[src/lfu_pkg.sv]
// ----------------------------------------------------------------------------
// lfu_pkg: shared constants and types for the LFU cache
// Slot geometry, field widths, command codes and the slot access structs.
// ----------------------------------------------------------------------------
package lfu_pkg;

  localparam int ENTRIES    = 16;
  localparam int IDX_W      = $clog2(ENTRIES);
  localparam int RANK_W     = IDX_W;
  localparam int OCC_W      = $clog2(ENTRIES + 1);
  localparam int COUNT_BITS = 16;
  localparam int KEY_W      = 32;
  localparam int VAL_W      = 32;
  localparam int CAP_W      = 5;
  localparam int CMP_W      = (CAP_W > OCC_W) ? CAP_W : OCC_W;
  localparam int ADDR_W     = 3;
  localparam int DATA_W     = 32;

  localparam logic [CAP_W-1:0]      CAP_RESET  = CAP_W'(16);
  localparam logic [COUNT_BITS-1:0] COUNT_MAX  = {COUNT_BITS{1'b1}};
  localparam logic [COUNT_BITS-1:0] COUNT_ONE  = COUNT_BITS'(1);
  localparam logic [VAL_W-1:0]      MISS_VALUE = {VAL_W{1'b1}};

  // register index (byte address / 4)
  localparam logic [ADDR_W-3:0] REG_CAPACITY = '0;

  typedef enum logic {
    CMD_GET = 1'b0,
    CMD_PUT = 1'b1
  } cmd_e;

  typedef struct packed {
    logic                  valid;
    logic [KEY_W-1:0]      key;
    logic [VAL_W-1:0]      value;
    logic [COUNT_BITS-1:0] count;
    logic [RANK_W-1:0]     rank;
  } slot_rd_t;

  typedef struct packed {
    logic [IDX_W-1:0]      idx;
    logic                  set_entry;  // marks valid, writes key
    logic                  set_value;
    logic                  set_count;
    logic                  set_rank;
    logic [KEY_W-1:0]      key;
    logic [VAL_W-1:0]      value;
    logic [COUNT_BITS-1:0] count;
    logic [RANK_W-1:0]     rank;
  } slot_wr_t;

endpackage

[src/lfu_req_if.sv]
// ----------------------------------------------------------------------------
// lfu_req_if: request channel of the LFU cache
// Valid/ready handshake carrying command, key and write value.
// ----------------------------------------------------------------------------
interface lfu_req_if;
  logic                                valid;
  logic                                ready;
  logic                                cmd;
  logic [lfu_pkg::KEY_W-1:0]           lookup_key;
  logic signed [lfu_pkg::VAL_W-1:0]    write_value;

  modport source (output valid, cmd, lookup_key, write_value, input ready);
  modport sink   (input valid, cmd, lookup_key, write_value, output ready);
endinterface

[src/lfu_rsp_if.sv]
// ----------------------------------------------------------------------------
// lfu_rsp_if: response channel of the LFU cache
// Valid/ready handshake carrying hit flag and read value.
// ----------------------------------------------------------------------------
interface lfu_rsp_if;
  logic                                valid;
  logic                                ready;
  logic                                hit;
  logic signed [lfu_pkg::VAL_W-1:0]    read_value;

  modport source (output valid, hit, read_value, input ready);
  modport sink   (input valid, hit, read_value, output ready);
endinterface

[src/lfu_cfg.sv]
// ----------------------------------------------------------------------------
// lfu_cfg: APB register block
// Holds the capacity register; writes complete in the access phase.
// ----------------------------------------------------------------------------
module lfu_cfg (
  input  logic                         clk_i,
  input  logic                         rst_ni,
  input  logic                         psel,
  input  logic                         penable,
  input  logic                         pwrite,
  input  logic [lfu_pkg::ADDR_W-1:0]   paddr,
  input  logic [lfu_pkg::DATA_W-1:0]   pwdata,
  output logic [lfu_pkg::DATA_W-1:0]   prdata,
  output logic                         pready,
  output logic [lfu_pkg::CAP_W-1:0]    capacity_o
);

  logic [lfu_pkg::CAP_W-1:0] capacity_q;
  logic                      sel_cap;

  assign pready     = 1'b1;
  assign sel_cap    = (paddr[lfu_pkg::ADDR_W-1:2] == lfu_pkg::REG_CAPACITY);
  assign capacity_o = capacity_q;

  always_comb begin
    prdata = '0;
    if (sel_cap) begin
      prdata = lfu_pkg::DATA_W'(capacity_q);
    end
  end

  always_ff @(posedge clk_i or negedge rst_ni) begin
    if (!rst_ni) begin
      capacity_q <= lfu_pkg::CAP_RESET;
    end else if (psel && penable && pwrite && pready && sel_cap) begin
      capacity_q <= pwdata[lfu_pkg::CAP_W-1:0];
    end
  end

endmodule

[src/lfu_slots.sv]
// ----------------------------------------------------------------------------
// lfu_slots: slot register file
// Valid bits, keys, values, use counts and recency ranks; one read index,
// one write index per cycle.
// ----------------------------------------------------------------------------
module lfu_slots (
  input  logic                        clk_i,
  input  logic                        rst_ni,
  input  logic [lfu_pkg::IDX_W-1:0]   rd_idx_i,
  output lfu_pkg::slot_rd_t           rd_o,
  input  lfu_pkg::slot_wr_t           wr_i
);

  logic [lfu_pkg::ENTRIES-1:0]    valid_q;
  logic [lfu_pkg::KEY_W-1:0]      key_q   [lfu_pkg::ENTRIES];
  logic [lfu_pkg::VAL_W-1:0]      value_q [lfu_pkg::ENTRIES];
  logic [lfu_pkg::COUNT_BITS-1:0] count_q [lfu_pkg::ENTRIES];
  logic [lfu_pkg::RANK_W-1:0]     rank_q  [lfu_pkg::ENTRIES];

  always_comb begin
    rd_o.valid = valid_q[rd_idx_i];
    rd_o.key   = key_q[rd_idx_i];
    rd_o.value = value_q[rd_idx_i];
    rd_o.count = count_q[rd_idx_i];
    rd_o.rank  = rank_q[rd_idx_i];
  end

  always_ff @(posedge clk_i or negedge rst_ni) begin
    if (!rst_ni) begin
      valid_q <= '0;
    end else if (wr_i.set_entry) begin
      valid_q[wr_i.idx] <= 1'b1;
    end
  end

  always_ff @(posedge clk_i) begin
    if (wr_i.set_entry) begin
      key_q[wr_i.idx] <= wr_i.key;
    end
    if (wr_i.set_value) begin
      value_q[wr_i.idx] <= wr_i.value;
    end
    if (wr_i.set_count) begin
      count_q[wr_i.idx] <= wr_i.count;
    end
    if (wr_i.set_rank) begin
      rank_q[wr_i.idx] <= wr_i.rank;
    end
  end

endmodule

[src/lfu_seq.sv]
// ----------------------------------------------------------------------------
// lfu_seq: request sequencer
// Scans the slots one per cycle through a shared key/victim compare, applies
// the update, then, if a slot changed, walks them again to age recency ranks.
// ----------------------------------------------------------------------------
module lfu_seq (
  input  logic                        clk_i,
  input  logic                        rst_ni,
  input  logic [lfu_pkg::CAP_W-1:0]   capacity_i,
  lfu_req_if.sink                     req,
  lfu_rsp_if.source                   rsp,
  output logic [lfu_pkg::IDX_W-1:0]   rd_idx_o,
  input  lfu_pkg::slot_rd_t           rd_i,
  output lfu_pkg::slot_wr_t           wr_o
);

  typedef enum logic [2:0] {
    ST_IDLE,
    ST_SCAN,
    ST_DECIDE,
    ST_RANK,
    ST_RESP
  } state_e;

  typedef enum logic [1:0] {
    ACT_NONE,
    ACT_HIT,
    ACT_EVICT,
    ACT_FILL
  } act_e;

  state_e                         state_q;
  logic [lfu_pkg::IDX_W-1:0]      idx_q;
  logic                           cmd_q;
  logic [lfu_pkg::KEY_W-1:0]      key_q;
  logic [lfu_pkg::VAL_W-1:0]      val_q;
  logic                           found_q;
  logic [lfu_pkg::IDX_W-1:0]      found_idx_q;
  logic [lfu_pkg::VAL_W-1:0]      found_val_q;
  logic [lfu_pkg::COUNT_BITS-1:0] found_cnt_q;
  logic [lfu_pkg::RANK_W-1:0]     found_rank_q;
  logic                           vic_q;
  logic [lfu_pkg::IDX_W-1:0]      vic_idx_q;
  logic [lfu_pkg::COUNT_BITS-1:0] vic_cnt_q;
  logic [lfu_pkg::RANK_W-1:0]     vic_rank_q;
  logic                           free_q;
  logic [lfu_pkg::IDX_W-1:0]      free_idx_q;
  logic [lfu_pkg::OCC_W-1:0]      occ_q;
  logic [lfu_pkg::IDX_W-1:0]      tgt_q;
  logic [lfu_pkg::OCC_W-1:0]      old_rank_q;
  logic                           hit_q;
  logic [lfu_pkg::VAL_W-1:0]      rdval_q;
  logic                           out_valid_q;
  logic                           out_hit_q;
  logic [lfu_pkg::VAL_W-1:0]      out_val_q;

  logic                           match;
  logic                           better;
  logic                           last;
  logic [lfu_pkg::COUNT_BITS-1:0] bumped;
  logic [lfu_pkg::CMP_W-1:0]      cap_ext;
  logic [lfu_pkg::CMP_W-1:0]      cap_eff;
  logic                           cap_zero;
  logic                           occ_full;
  act_e                           act;

  assign req.ready      = (state_q == ST_IDLE);
  assign rsp.valid      = out_valid_q;
  assign rsp.hit        = out_hit_q;
  assign rsp.read_value = $signed(out_val_q);
  assign rd_idx_o       = idx_q;

  always_comb begin
    match  = rd_i.valid && (rd_i.key == key_q);
    // lower count wins; equal counts go to the older entry
    better = rd_i.valid && (!vic_q || (rd_i.count < vic_cnt_q) ||
             ((rd_i.count == vic_cnt_q) && (rd_i.rank > vic_rank_q)));
    last   = (idx_q == lfu_pkg::IDX_W'(lfu_pkg::ENTRIES - 1));
    bumped = (found_cnt_q == lfu_pkg::COUNT_MAX) ? found_cnt_q
                                                 : found_cnt_q + 1'b1;
    cap_ext  = lfu_pkg::CMP_W'(capacity_i);
    cap_eff  = (cap_ext > lfu_pkg::CMP_W'(lfu_pkg::ENTRIES))
               ? lfu_pkg::CMP_W'(lfu_pkg::ENTRIES) : cap_ext;
    cap_zero = (cap_eff == '0);
    occ_full = (lfu_pkg::CMP_W'(occ_q) >= cap_eff);

    act = ACT_NONE;
    if (found_q && ((cmd_q == lfu_pkg::CMD_GET) || !cap_zero)) begin
      act = ACT_HIT;
    end else if (!found_q && (cmd_q == lfu_pkg::CMD_PUT) && !cap_zero) begin
      if (occ_full && vic_q) begin
        act = ACT_EVICT;
      end else if (free_q) begin
        act = ACT_FILL;
      end
    end
  end

  always_comb begin
    wr_o       = '0;
    wr_o.key   = key_q;
    wr_o.value = val_q;
    case (state_q)
      ST_DECIDE: begin
        case (act)
          ACT_HIT: begin
            wr_o.idx       = found_idx_q;
            wr_o.set_count = 1'b1;
            wr_o.count     = bumped;
            wr_o.set_value = (cmd_q == lfu_pkg::CMD_PUT);
          end
          ACT_EVICT, ACT_FILL: begin
            wr_o.idx       = (act == ACT_EVICT) ? vic_idx_q : free_idx_q;
            wr_o.set_entry = 1'b1;
            wr_o.set_value = 1'b1;
            wr_o.set_count = 1'b1;
            wr_o.count     = lfu_pkg::COUNT_ONE;
          end
          default: ;
        endcase
      end
      ST_RANK: begin
        wr_o.idx = idx_q;
        if (idx_q == tgt_q) begin
          wr_o.set_rank = 1'b1;
          wr_o.rank     = '0;
        end else if (rd_i.valid && (lfu_pkg::OCC_W'(rd_i.rank) < old_rank_q)) begin
          wr_o.set_rank = 1'b1;
          wr_o.rank     = rd_i.rank + 1'b1;
        end
      end
      default: ;
    endcase
  end

  always_ff @(posedge clk_i or negedge rst_ni) begin
    if (!rst_ni) begin
      state_q     <= ST_IDLE;
      idx_q       <= '0;
      found_q     <= 1'b0;
      vic_q       <= 1'b0;
      free_q      <= 1'b0;
      occ_q       <= '0;
      out_valid_q <= 1'b0;
    end else begin
      // ST_RESP reloads the response register itself
      if (out_valid_q && rsp.ready && (state_q != ST_RESP)) begin
        out_valid_q <= 1'b0;
      end
      unique case (state_q)
        ST_IDLE: begin
          if (req.valid) begin
            cmd_q   <= req.cmd;
            key_q   <= req.lookup_key;
            val_q   <= req.write_value;
            found_q <= 1'b0;
            vic_q   <= 1'b0;
            free_q  <= 1'b0;
            idx_q   <= '0;
            state_q <= ST_SCAN;
          end
        end
        ST_SCAN: begin
          if (match && !found_q) begin
            found_q      <= 1'b1;
            found_idx_q  <= idx_q;
            found_val_q  <= rd_i.value;
            found_cnt_q  <= rd_i.count;
            found_rank_q <= rd_i.rank;
          end
          if (better) begin
            vic_q      <= 1'b1;
            vic_idx_q  <= idx_q;
            vic_cnt_q  <= rd_i.count;
            vic_rank_q <= rd_i.rank;
          end
          if (!rd_i.valid && !free_q) begin
            free_q     <= 1'b1;
            free_idx_q <= idx_q;
          end
          if (last) begin
            idx_q   <= '0;
            state_q <= ST_DECIDE;
          end else begin
            idx_q <= idx_q + 1'b1;
          end
        end
        ST_DECIDE: begin
          hit_q   <= found_q;
          rdval_q <= (found_q && (cmd_q == lfu_pkg::CMD_GET)) ? found_val_q
                                                              : lfu_pkg::MISS_VALUE;
          idx_q   <= '0;
          unique case (act)
            ACT_HIT: begin
              tgt_q      <= found_idx_q;
              old_rank_q <= lfu_pkg::OCC_W'(found_rank_q);
              state_q    <= ST_RANK;
            end
            ACT_EVICT: begin
              tgt_q      <= vic_idx_q;
              old_rank_q <= lfu_pkg::OCC_W'(vic_rank_q);
              state_q    <= ST_RANK;
            end
            ACT_FILL: begin
              tgt_q      <= free_idx_q;
              old_rank_q <= occ_q;
              occ_q      <= occ_q + 1'b1;
              state_q    <= ST_RANK;
            end
            default: begin
              state_q <= ST_RESP;
            end
          endcase
        end
        ST_RANK: begin
          if (last) begin
            idx_q   <= '0;
            state_q <= ST_RESP;
          end else begin
            idx_q <= idx_q + 1'b1;
          end
        end
        ST_RESP: begin
          if (!out_valid_q || rsp.ready) begin
            out_valid_q <= 1'b1;
            out_hit_q   <= hit_q;
            out_val_q   <= rdval_q;
            state_q     <= ST_IDLE;
          end
        end
        default: begin
          state_q <= ST_IDLE;
        end
      endcase
    end
  end

`ifndef SYNTHESIS
  a_occ_bound: assert property (@(posedge clk_i) disable iff (!rst_ni)
    occ_q <= lfu_pkg::OCC_W'(lfu_pkg::ENTRIES))
    else $error("occupancy above slot count");

  a_accept_scan: assert property (@(posedge clk_i) disable iff (!rst_ni)
    (req.valid && req.ready) |=> (state_q == ST_SCAN) && (idx_q == '0))
    else $error("accepted request did not start a scan at slot zero");

  a_target_rank: assert property (@(posedge clk_i) disable iff (!rst_ni)
    (state_q == ST_RANK && idx_q == tgt_q) |-> (wr_o.set_rank && wr_o.rank == '0))
    else $error("touched slot not made most recent");

  a_fill_free: assert property (@(posedge clk_i) disable iff (!rst_ni)
    (state_q == ST_DECIDE && act == ACT_FILL) |-> (free_q && !occ_full))
    else $error("fill without a free slot below capacity");
`endif

endmodule

[src/lfu_cache.sv]
// ----------------------------------------------------------------------------
// lfu_cache: least-frequently-used key/value cache, LRU tiebreak
//
//   channel  | dir  | handshake             | content
//   ---------+------+-----------------------+-------------------------------
//   req_if   | in   | valid/ready           | cmd, lookup_key, write_value
//   rsp_if   | out  | valid/ready           | hit, read_value
//   apb      | in   | psel/penable, pready  | cache_capacity at address 0
//
// From acceptance to response valid, a request passes the lookup/victim scan
// (one slot per cycle through the shared compare unit), the update, rank
// aging (one slot per cycle) and the response state. A request that changes
// no slot (get miss, put with capacity zero) skips rank aging.
// req ready is high only when idle, so a new request is accepted only after
// the previous one has left the response state.
// The response register holds a result until taken; the next request is
// accepted meanwhile, and its response waits until the register is free.
// Reset clears valid bits and occupancy, no sweep.
// ----------------------------------------------------------------------------
module lfu_cache (
  input  logic                         clk_i,
  input  logic                         rst_ni,
  lfu_req_if.sink                      req_if,
  lfu_rsp_if.source                    rsp_if,
  input  logic                         psel,
  input  logic                         penable,
  input  logic                         pwrite,
  input  logic [lfu_pkg::ADDR_W-1:0]   paddr,
  input  logic [lfu_pkg::DATA_W-1:0]   pwdata,
  output logic [lfu_pkg::DATA_W-1:0]   prdata,
  output logic                         pready
);

  logic [lfu_pkg::CAP_W-1:0] capacity;
  logic [lfu_pkg::IDX_W-1:0] rd_idx;
  lfu_pkg::slot_rd_t         slot_rd;
  lfu_pkg::slot_wr_t         slot_wr;

  lfu_cfg u_cfg (
    .clk_i      (clk_i),
    .rst_ni     (rst_ni),
    .psel       (psel),
    .penable    (penable),
    .pwrite     (pwrite),
    .paddr      (paddr),
    .pwdata     (pwdata),
    .prdata     (prdata),
    .pready     (pready),
    .capacity_o (capacity)
  );

  lfu_slots u_slots (
    .clk_i    (clk_i),
    .rst_ni   (rst_ni),
    .rd_idx_i (rd_idx),
    .rd_o     (slot_rd),
    .wr_i     (slot_wr)
  );

  lfu_seq u_seq (
    .clk_i      (clk_i),
    .rst_ni     (rst_ni),
    .capacity_i (capacity),
    .req        (req_if),
    .rsp        (rsp_if),
    .rd_idx_o   (rd_idx),
    .rd_i       (slot_rd),
    .wr_o       (slot_wr)
  );

endmodule
[src/flat_wrapper.sv]
// flat-port wrapper written by rule: the top's interface ports become plain ports
module lfu_cache_flat 
  (clk_i, rst_ni, psel, penable, pwrite, paddr, pwdata, prdata, pready, req_if_valid, req_if_cmd, req_if_lookup_key, req_if_write_value, req_if_ready, rsp_if_valid, rsp_if_hit, rsp_if_read_value, rsp_if_ready);
  lfu_req_if req_if_i ();
  lfu_rsp_if rsp_if_i ();
  input  logic clk_i;
  input  logic rst_ni;
  input  logic psel;
  input  logic penable;
  input  logic pwrite;
  input  logic [lfu_pkg::ADDR_W-1:0] paddr;
  input  logic [lfu_pkg::DATA_W-1:0] pwdata;
  output logic [lfu_pkg::DATA_W-1:0] prdata;
  output logic pready;
  input wire logic [$bits(req_if_i.valid)-1:0] req_if_valid;
  input wire logic [$bits(req_if_i.cmd)-1:0] req_if_cmd;
  input wire logic [$bits(req_if_i.lookup_key)-1:0] req_if_lookup_key;
  input wire logic [$bits(req_if_i.write_value)-1:0] req_if_write_value;
  output wire logic [$bits(req_if_i.ready)-1:0] req_if_ready;
  output wire logic [$bits(rsp_if_i.valid)-1:0] rsp_if_valid;
  output wire logic [$bits(rsp_if_i.hit)-1:0] rsp_if_hit;
  output wire logic [$bits(rsp_if_i.read_value)-1:0] rsp_if_read_value;
  input wire logic [$bits(rsp_if_i.ready)-1:0] rsp_if_ready;
  assign req_if_i.valid = req_if_valid;
  assign req_if_i.cmd = req_if_cmd;
  assign req_if_i.lookup_key = req_if_lookup_key;
  assign req_if_i.write_value = req_if_write_value;
  assign req_if_ready = req_if_i.ready;
  assign rsp_if_valid = rsp_if_i.valid;
  assign rsp_if_hit = rsp_if_i.hit;
  assign rsp_if_read_value = rsp_if_i.read_value;
  assign rsp_if_i.ready = rsp_if_ready;
  lfu_cache u_core (.clk_i(clk_i), .rst_ni(rst_ni), .req_if(req_if_i), .rsp_if(rsp_if_i), .psel(psel), .penable(penable), .pwrite(pwrite), .paddr(paddr), .pwdata(pwdata), .prdata(prdata), .pready(pready));
endmodule
[config.mk]
export PLATFORM = sky130hd
export DESIGN_NAME = lfu_cache_flat
export DESIGN_NICKNAME = d
export VERILOG_FILES = /design/src/lfu_pkg.sv /design/src/lfu_req_if.sv /design/src/lfu_rsp_if.sv /design/src/lfu_cfg.sv /design/src/lfu_slots.sv /design/src/lfu_seq.sv /design/src/lfu_cache.sv /design/src/flat_wrapper.sv
export SDC_FILE = /design/constraint.sdc
export NUM_CORES = 2
export LEC_CHECK = 0
export BUFFER_PORTS_ARGS = -buffer_cell sky130_fd_sc_hd__buf_2
export CORE_MARGIN = 5
export CORE_UTILIZATION = 55
export DETAILED_ROUTE_END_ITERATION = 8
export GPL_ROUTABILITY_DRIVEN = 0
export PLACE_DENSITY = 0.72
export SETUP_SLACK_MARGIN = 0.15
export SLEW_MARGIN = 40
export SYNTH_ARGS = -nofsm -noshare
export SYNTH_HDL_FRONTEND = slang
export SYNTH_HIERARCHICAL = 1
export SYNTH_SLANG_ARGS = --single-unit
[constraint.sdc]
create_clock -name clk_i -period 6.75 [get_ports clk_i]
set_input_delay 0 -clock clk_i [delete_from_list [all_inputs] [get_ports clk_i]]
set_output_delay 0 -clock clk_i [all_outputs]
set_load 0.005 [all_outputs]
## Word-level counts from Yosys, hierarchy flattened

Memories as Yosys holds them, arrays and structs flattened. A register that Yosys moved wholly into a read port is not among the register bits.
Index checks and enable logic that the tools add are counted.
W data, S select, Z words.

| storage, ports and cells | value |
|---|---|
| input port bits | 107 |
| register bits | 229 |
| memories kept | 4 |
| RAM bits | 1344 |
| output and inout bits | 68 |
| word-level logic and storage cells | 166 |

Memory list:

| memory | depth | width | rd ports | clocked after memory_dff | write ports | line | source |
|---|---|---|---|---|---|---|---|
| u_core.u_slots.key_q | 16 | 32 | 1 | 0 | 1 | lfu_slots.sv:15 | `logic [lfu_pkg::KEY_W-1:0] key_q [lfu_pkg::ENTRIES];` |
| u_core.u_slots.value_q | 16 | 32 | 1 | 1 | 1 | lfu_slots.sv:16 | `logic [lfu_pkg::VAL_W-1:0] value_q [lfu_pkg::ENTRIES];` |
| u_core.u_slots.count_q | 16 | 16 | 1 | 0 | 1 | lfu_slots.sv:17 | `logic [lfu_pkg::COUNT_BITS-1:0] count_q [lfu_pkg::ENTRIES];` |
| u_core.u_slots.rank_q | 16 | 4 | 1 | 0 | 1 | lfu_slots.sv:18 | `logic [lfu_pkg::RANK_W-1:0] rank_q [lfu_pkg::ENTRIES];` |

| operators by class | value |
|---|---|
| equal/unequal tests | 20 |
| add/sub/neg operators | 4 |
| order comparisons | 8 |
| reductions and logical operators | 48 |
| bitwise gates (word level) | 3 |
| muxes and demuxes | 54 |

Operators with widths:

| kind | number |
|---|---|
| $eq A32 B32 Y1 | 1 |
| $mux W16 | 2 |
| $pmux W16 S2 | 1 |
| $reduce_and A3 Y1 | 9 |
| $mux W4 | 6 |
| $pmux W4 S3 | 2 |
| $mux W1 | 21 |
| $mux W3 | 6 |
| $logic_and A1 B1 Y1 | 17 |
| $add A16 B1 Y16 const B | 1 |
| $eq A16 B16 Y1 | 1 |
| $eq A16 B16 Y1 const B | 1 |
| $lt A16 B16 Y1 | 1 |
| $or A16 B16 Y16 | 1 |
| $pmux W4 S2 | 2 |
| $pmux W3 S5 | 1 |
| $pmux W5 S3 | 1 |
| $ne A2 B2 Y1 const B | 7 |
| $lt A4 B5 Y1 const B | 2 |
| $mux W5 | 2 |
| $add A4 B1 Y4 const B | 2 |
| $mux W2 | 4 |
| $eq A3 B2 Y1 const B | 2 |
| $logic_not A1 Y1 | 6 |
| other kinds (27) | 38 |

## Depth between registers and ports, before layout

| logic depth | value |
|---|---|
| depth in word-level cells | 16 |
| mapped depth | 13 |
| mapped depth without buffers | 11 |

## Modules after synthesis

Netlist, hierarchy kept.

Modules (own cells, without submodules):

| module | area an instance (um^2) | cells an instance | instances | sequential area each (um^2) |
|---|---|---|---|---|
| lfu_slots | 51272.9 | 2180 | 1 | 40759.1 |
| lfu_seq | 9825.7 | 641 | 1 | 7126.8 |
| lfu_cfg | 467.9 | 46 | 1 | 126.4 |

## Least setup slack after synthesis

No wires, ideal clock.

| path | value |
|---|---|
| path kind | register to register |
| from | reg u_core.u_seq.idx_q (netlist bit u_core/u_seq/rd_idx_o[0]) |
| to | reg u_core/u_seq/found_cnt_q[0] (netlist bit) (enable) |
| required time | 6280 ps |
| library setup time | 470 ps |
| data arrival time | 5024 ps |
| path slack | 1256 ps |
| stages on the path, launching flop included | 12 |
| buffers on the path | 3 |
| path through | dfrtp_1 -> buf_2 -> buf_2 -> buf_4 -> mux4_2 -> a22oi_1 -> nand2_1 -> xor2_1 -> or3_1 -> nor4_1 -> nand3_1 -> nor2_1 |

RTL lines:

| item | line | source |
|---|---|---|
| from (decl) | lfu_seq.sv:33 | `logic [lfu_pkg::IDX_W-1:0] idx_q;` |
| from (signal assigned) | lfu_seq.sv:185 | `idx_q <= idx_q + 1'b1;` |
| from (signal assigned) | lfu_seq.sv:220 | `idx_q <= idx_q + 1'b1;` |
| to (signal assigned) | lfu_seq.sv:168 | `found_cnt_q <= rd_i.count;` |
| to (decl) | lfu_seq.sv:40 | `logic [lfu_pkg::COUNT_BITS-1:0] found_cnt_q;` |

==> results_dict.tcl <==
set metrics [dict create \
    min_delay_path_depth 2 \
    antenna_left 0 \
    drc 0 \
    period_share_pct 78.37 \
    antennaDiodeCount 0 \
    peakVddDrop_mv 0.2393 \
    r2r-start "u_core/u_cfg/capacity_o[4]$_DFFE_PN1P_" \
    ys_ff_latch 1605 \
    final_nets 3383 \
    chipWidth_um 344.6 \
    cts_buffers 158 \
    hp-start "req_if_lookup_key[12]" \
    placed_cells 4428 \
    top_layer "met5" \
    start_util_pct 55.48 \
    maxSlewHeadroom_pct 41.89 \
    rows 122 \
    path_max_fanout 20 \
    finalHoldViolCount 0 \
    fin_util_pct 63.67 \
    fin_setup_tns_ns 0 \
    max_stage_delay_ns 0.83 \
    met1_length_um 53490 \
    grt_pass1_wl_um 201200 \
    rsz0062_at_grt "false" \
    tightestPinTransition_ns 0.8716 \
    min_path_type "in2reg" \
    setup_violations 0 \
    path_cells "inv_1 -> nand2_1 -> ha_1 -> a21o_1 -> a311o_2 -> o211ai_2 -> a22oi_1 -> a22oi_2 -> nand2_1 -> nor2_1 -> and2_2 -> buf_4" \
    clock_path_buffers 3 \
    die_area_um2 118700 \
    avgSynthCellArea_um2 21.47 \
    cts_sinks 1605 \
    holdPathEnd "u_core/u_seq/key_q[12]$_DFFE_PP_" \
    maxCapViolations 0 \
    num_vias 30220 \
    die_y_um 344.6 \
    cp-start-kind "flip-flop" \
    fmax_mhz 189.0 \
    cts_resized 0 \
    r2r_end "u_core/u_slots/value_q[15][30]$_DFFE_PP_" \
    cts.clk_slew.worst_paths_ns 0.06 \
    p_leak_nw 21.99 \
    total_power_mw 25.41 \
    dr_wl_met2_um 67670 \
    drtIter0Drc 3338 \
    syn_area_um2 61570 \
    fin_skew_ns 0.03231 \
    antenna_found_initial 1 \
    power_density_nw_per_um2 359.7 \
    worst_skew_pair.late_latency_ns 0.76 \
    dp_hpwl_um 74010 \
    rr_worst_depth 12 \
    area_growth_pct 14.76 \
    first_global_vias 31140 \
    outcome "complete, no violations" \
    drive_gt1_share_pct 25.80 \
    worstSetupPathType "reg2reg" \
    synth_enable_flop_cells 1568 \
    ys_warn_count 6 \
    slowest_stage "and2_2" \
    overflow 0 \
    ys_types 66 \
    maxSlewViolCount 0 \
    seq_area_frac_synth_pct 77.98 \
    worstPathRequired_ns 7.18 \
    synthArstFlopShare_pct 2.305 \
    io_buffers 117 \
    cpMostUsedCell "nand2_1" \
    r2r_slack_ns 1.46 \
    grtUsageTotal_pct 23.26 \
    post-route-min-period_ns 5.290 \
    met3_length_um 12040 \
    netlist_instances 2867 \
    wl_per_cell_um 28.12 \
    clock_tree.root_cell "clkbuf_16" \
    first_pass_iters 5 \
    layout.cells.non_filler 4856 \
    io_pins 175 \
    drt-total-wl_um 136600 \
    grt_max_degree 73 \
    cp.arrival_ns 5.72 \
    tritoncts "done" \
    core-area_um2 111000 \
    critPathCaptureType "flip-flop" \
    vias_per_cell 6.222 \
    synthFlopType "edfxtp_1" \
    htree_levels 4 \
]
-- repair_timing --
item                                    4_1_cts  5_1_grt
endpoints found under the setup margin        0        0
endpoints found under the hold margin       142        0
setup buffers                                 0        0
hold buffers                                143        0
-- synthesized netlist by cell type, types with 24 or more instances --
cell type     n  area share [%]
a21oi_1      24            0.20
a22oi_1     174             2.1
and2_1       66            0.67
buf_4        46            0.56
clkbuf_1     63            0.38
dfrtp_1      36             1.5
edfxtp_1   1568              76
ha_1         32            0.65
inv_1        35            0.21
mux4_2      340              12
nand2_1     128            0.78
nand2b_1     39            0.40
nor2_1       38            0.23
xnor2_1      46            0.65
-- per-stage QoR --
stage | hold WS, ns | area [µm²] | setup WS (ns)
after floorplan | -0.2956 | 61660 | 1.256
after global placement | 0.08712 | 64080 | 1.576
after detailed placement | 0.09582 | 64240 | 1.553
after CTS | 0.007114 | 70590 | 1.537
after global routing | 0.02825 | 70650 | 1.259
final | 0.04085 | 70650 | 1.460
-- flip-flops by register name, indices dropped and copies added, names as in the netlist, 32 cells and up --
name	flops
u_core/u_slots/key_q	512
u_core/u_slots/value_q	512
u_core/u_slots/count_q	256
u_core/u_slots/rank_q	64
u_core/u_seq/found_val_q	32
u_core/u_seq/key_q	32
u_core/u_seq/rdval_q	32
u_core/u_seq/rsp.read_value	32
u_core/u_seq/val_q	32
-- placed cells by master (no fill, tap or decap), types with 7 or more instances in the layout --
master,netlist,routed
conb_1,2,28
and2_1,66,23
nand4_1,14,14
nor2_1,38,23
a21oi_1,24,20
clkbuf_1,63,37
clkinv_2,0,24
nor2_2,0,12
nand2_1,128,128
clkinv_1,0,37
mux4_2,340,340
nand2b_1,39,39
bufinv_16,0,10
inv_1,35,35
a22oi_1,174,174
and2_2,2,33
dfrtp_1,36,34
buf_12,0,10
ha_1,32,32
o21ai_0,10,10
nor3_1,19,18
a21o_1,17,17
xnor2_1,46,46
clkbuf_16,0,160
buf_4,46,74
and3_1,9,7
dlygate4sd3_1,0,143
buf_2,16,117
and2_4,1,13
edfxtp_1,1568,1568
nand3_1,14,14
-- routing by layer --
layer,track usage [%],vias up
met3,4.180,226
met5,0,-
li1,-,12570
met2,37.63,1565
met1,33.31,15850
met4,6.687,2
-- power by group --
part / total, mW / internal [mW] / switching (mW)
clock: 8.34 / 4.76 / 3.58
combinational: 5.43 / 2.52 / 2.91
sequential: 11.6 / 11.3 / 0.309
-- cell type report --
type | instances | area, µm²
Sequential cell | 1605 | 48020
Fill cell | 7239 | 40320
Multi-Input combinational cell | 1093 | 12810
Clock buffer | 198 | 4156
Timing Repair Buffer | 350 | 2905
Tap cell | 1488 | 1862
Clock inverter | 86 | 760.7
Inverter | 36 | 135.1
-- kinds of logic (layout without fill, tap and decap cells) --
kind of cell,count (synthesis),in the layout,synth area share [%]
mux,351,351,12.64
xor+xnor,52,52,0.7398
fa+ha+maj,32,32,0.6503
simple gates,367,367,3.093
flops,1605,1605,77.98
compound gates,263,263,3.199
other cells,2,28,0.01220
buf+inv,195,670,1.685
-- worst max-delay path by stage --
stage | startpoint | to | slack [ns] | depth (start not counted)
after floorplan | u_core/u_seq/rd_idx_o[0]$_DFFE_PN0P_ | u_core/u_seq/found_cnt_q[0]$_DFFE_PP_ | 1.26 | 11
after global placement | u_core/u_seq/rd_idx_o[0]$_DFFE_PN0P_ | u_core/u_seq/found_val_q[6]$_DFFE_PP_ | 1.58 | 12
after detailed placement | u_core/u_seq/rd_idx_o[0]$_DFFE_PN0P_ | u_core/u_seq/found_val_q[7]$_DFFE_PP_ | 1.55 | 12
after CTS | u_core/u_seq/rd_idx_o[0]$_DFFE_PN0P_ | u_core/u_seq/found_val_q[31]$_DFFE_PP_ | 1.54 | 12
after global routing | u_core/u_cfg/capacity_o[4]$_DFFE_PN1P_ | u_core/u_slots/key_q[8][28]$_DFFE_PP_ | 1.26 | 12
final | u_core/u_cfg/capacity_o[4]$_DFFE_PN1P_ | u_core/u_slots/value_q[15][30]$_DFFE_PP_ | 1.46 | 12
-- worst max-delay path, delay by kind of cell (launching register included) --
kind | cells | cell delay, ns
and+or+nand+nor | 4 | 1.65
AOI/OAI and AO/OA | 5 | 1.79
adders and majority gates | 1 | 0.25
buffers and inverters | 2 | 0.55
DFF | 1 | 0.67
Power figures use the tool's default switching activity.
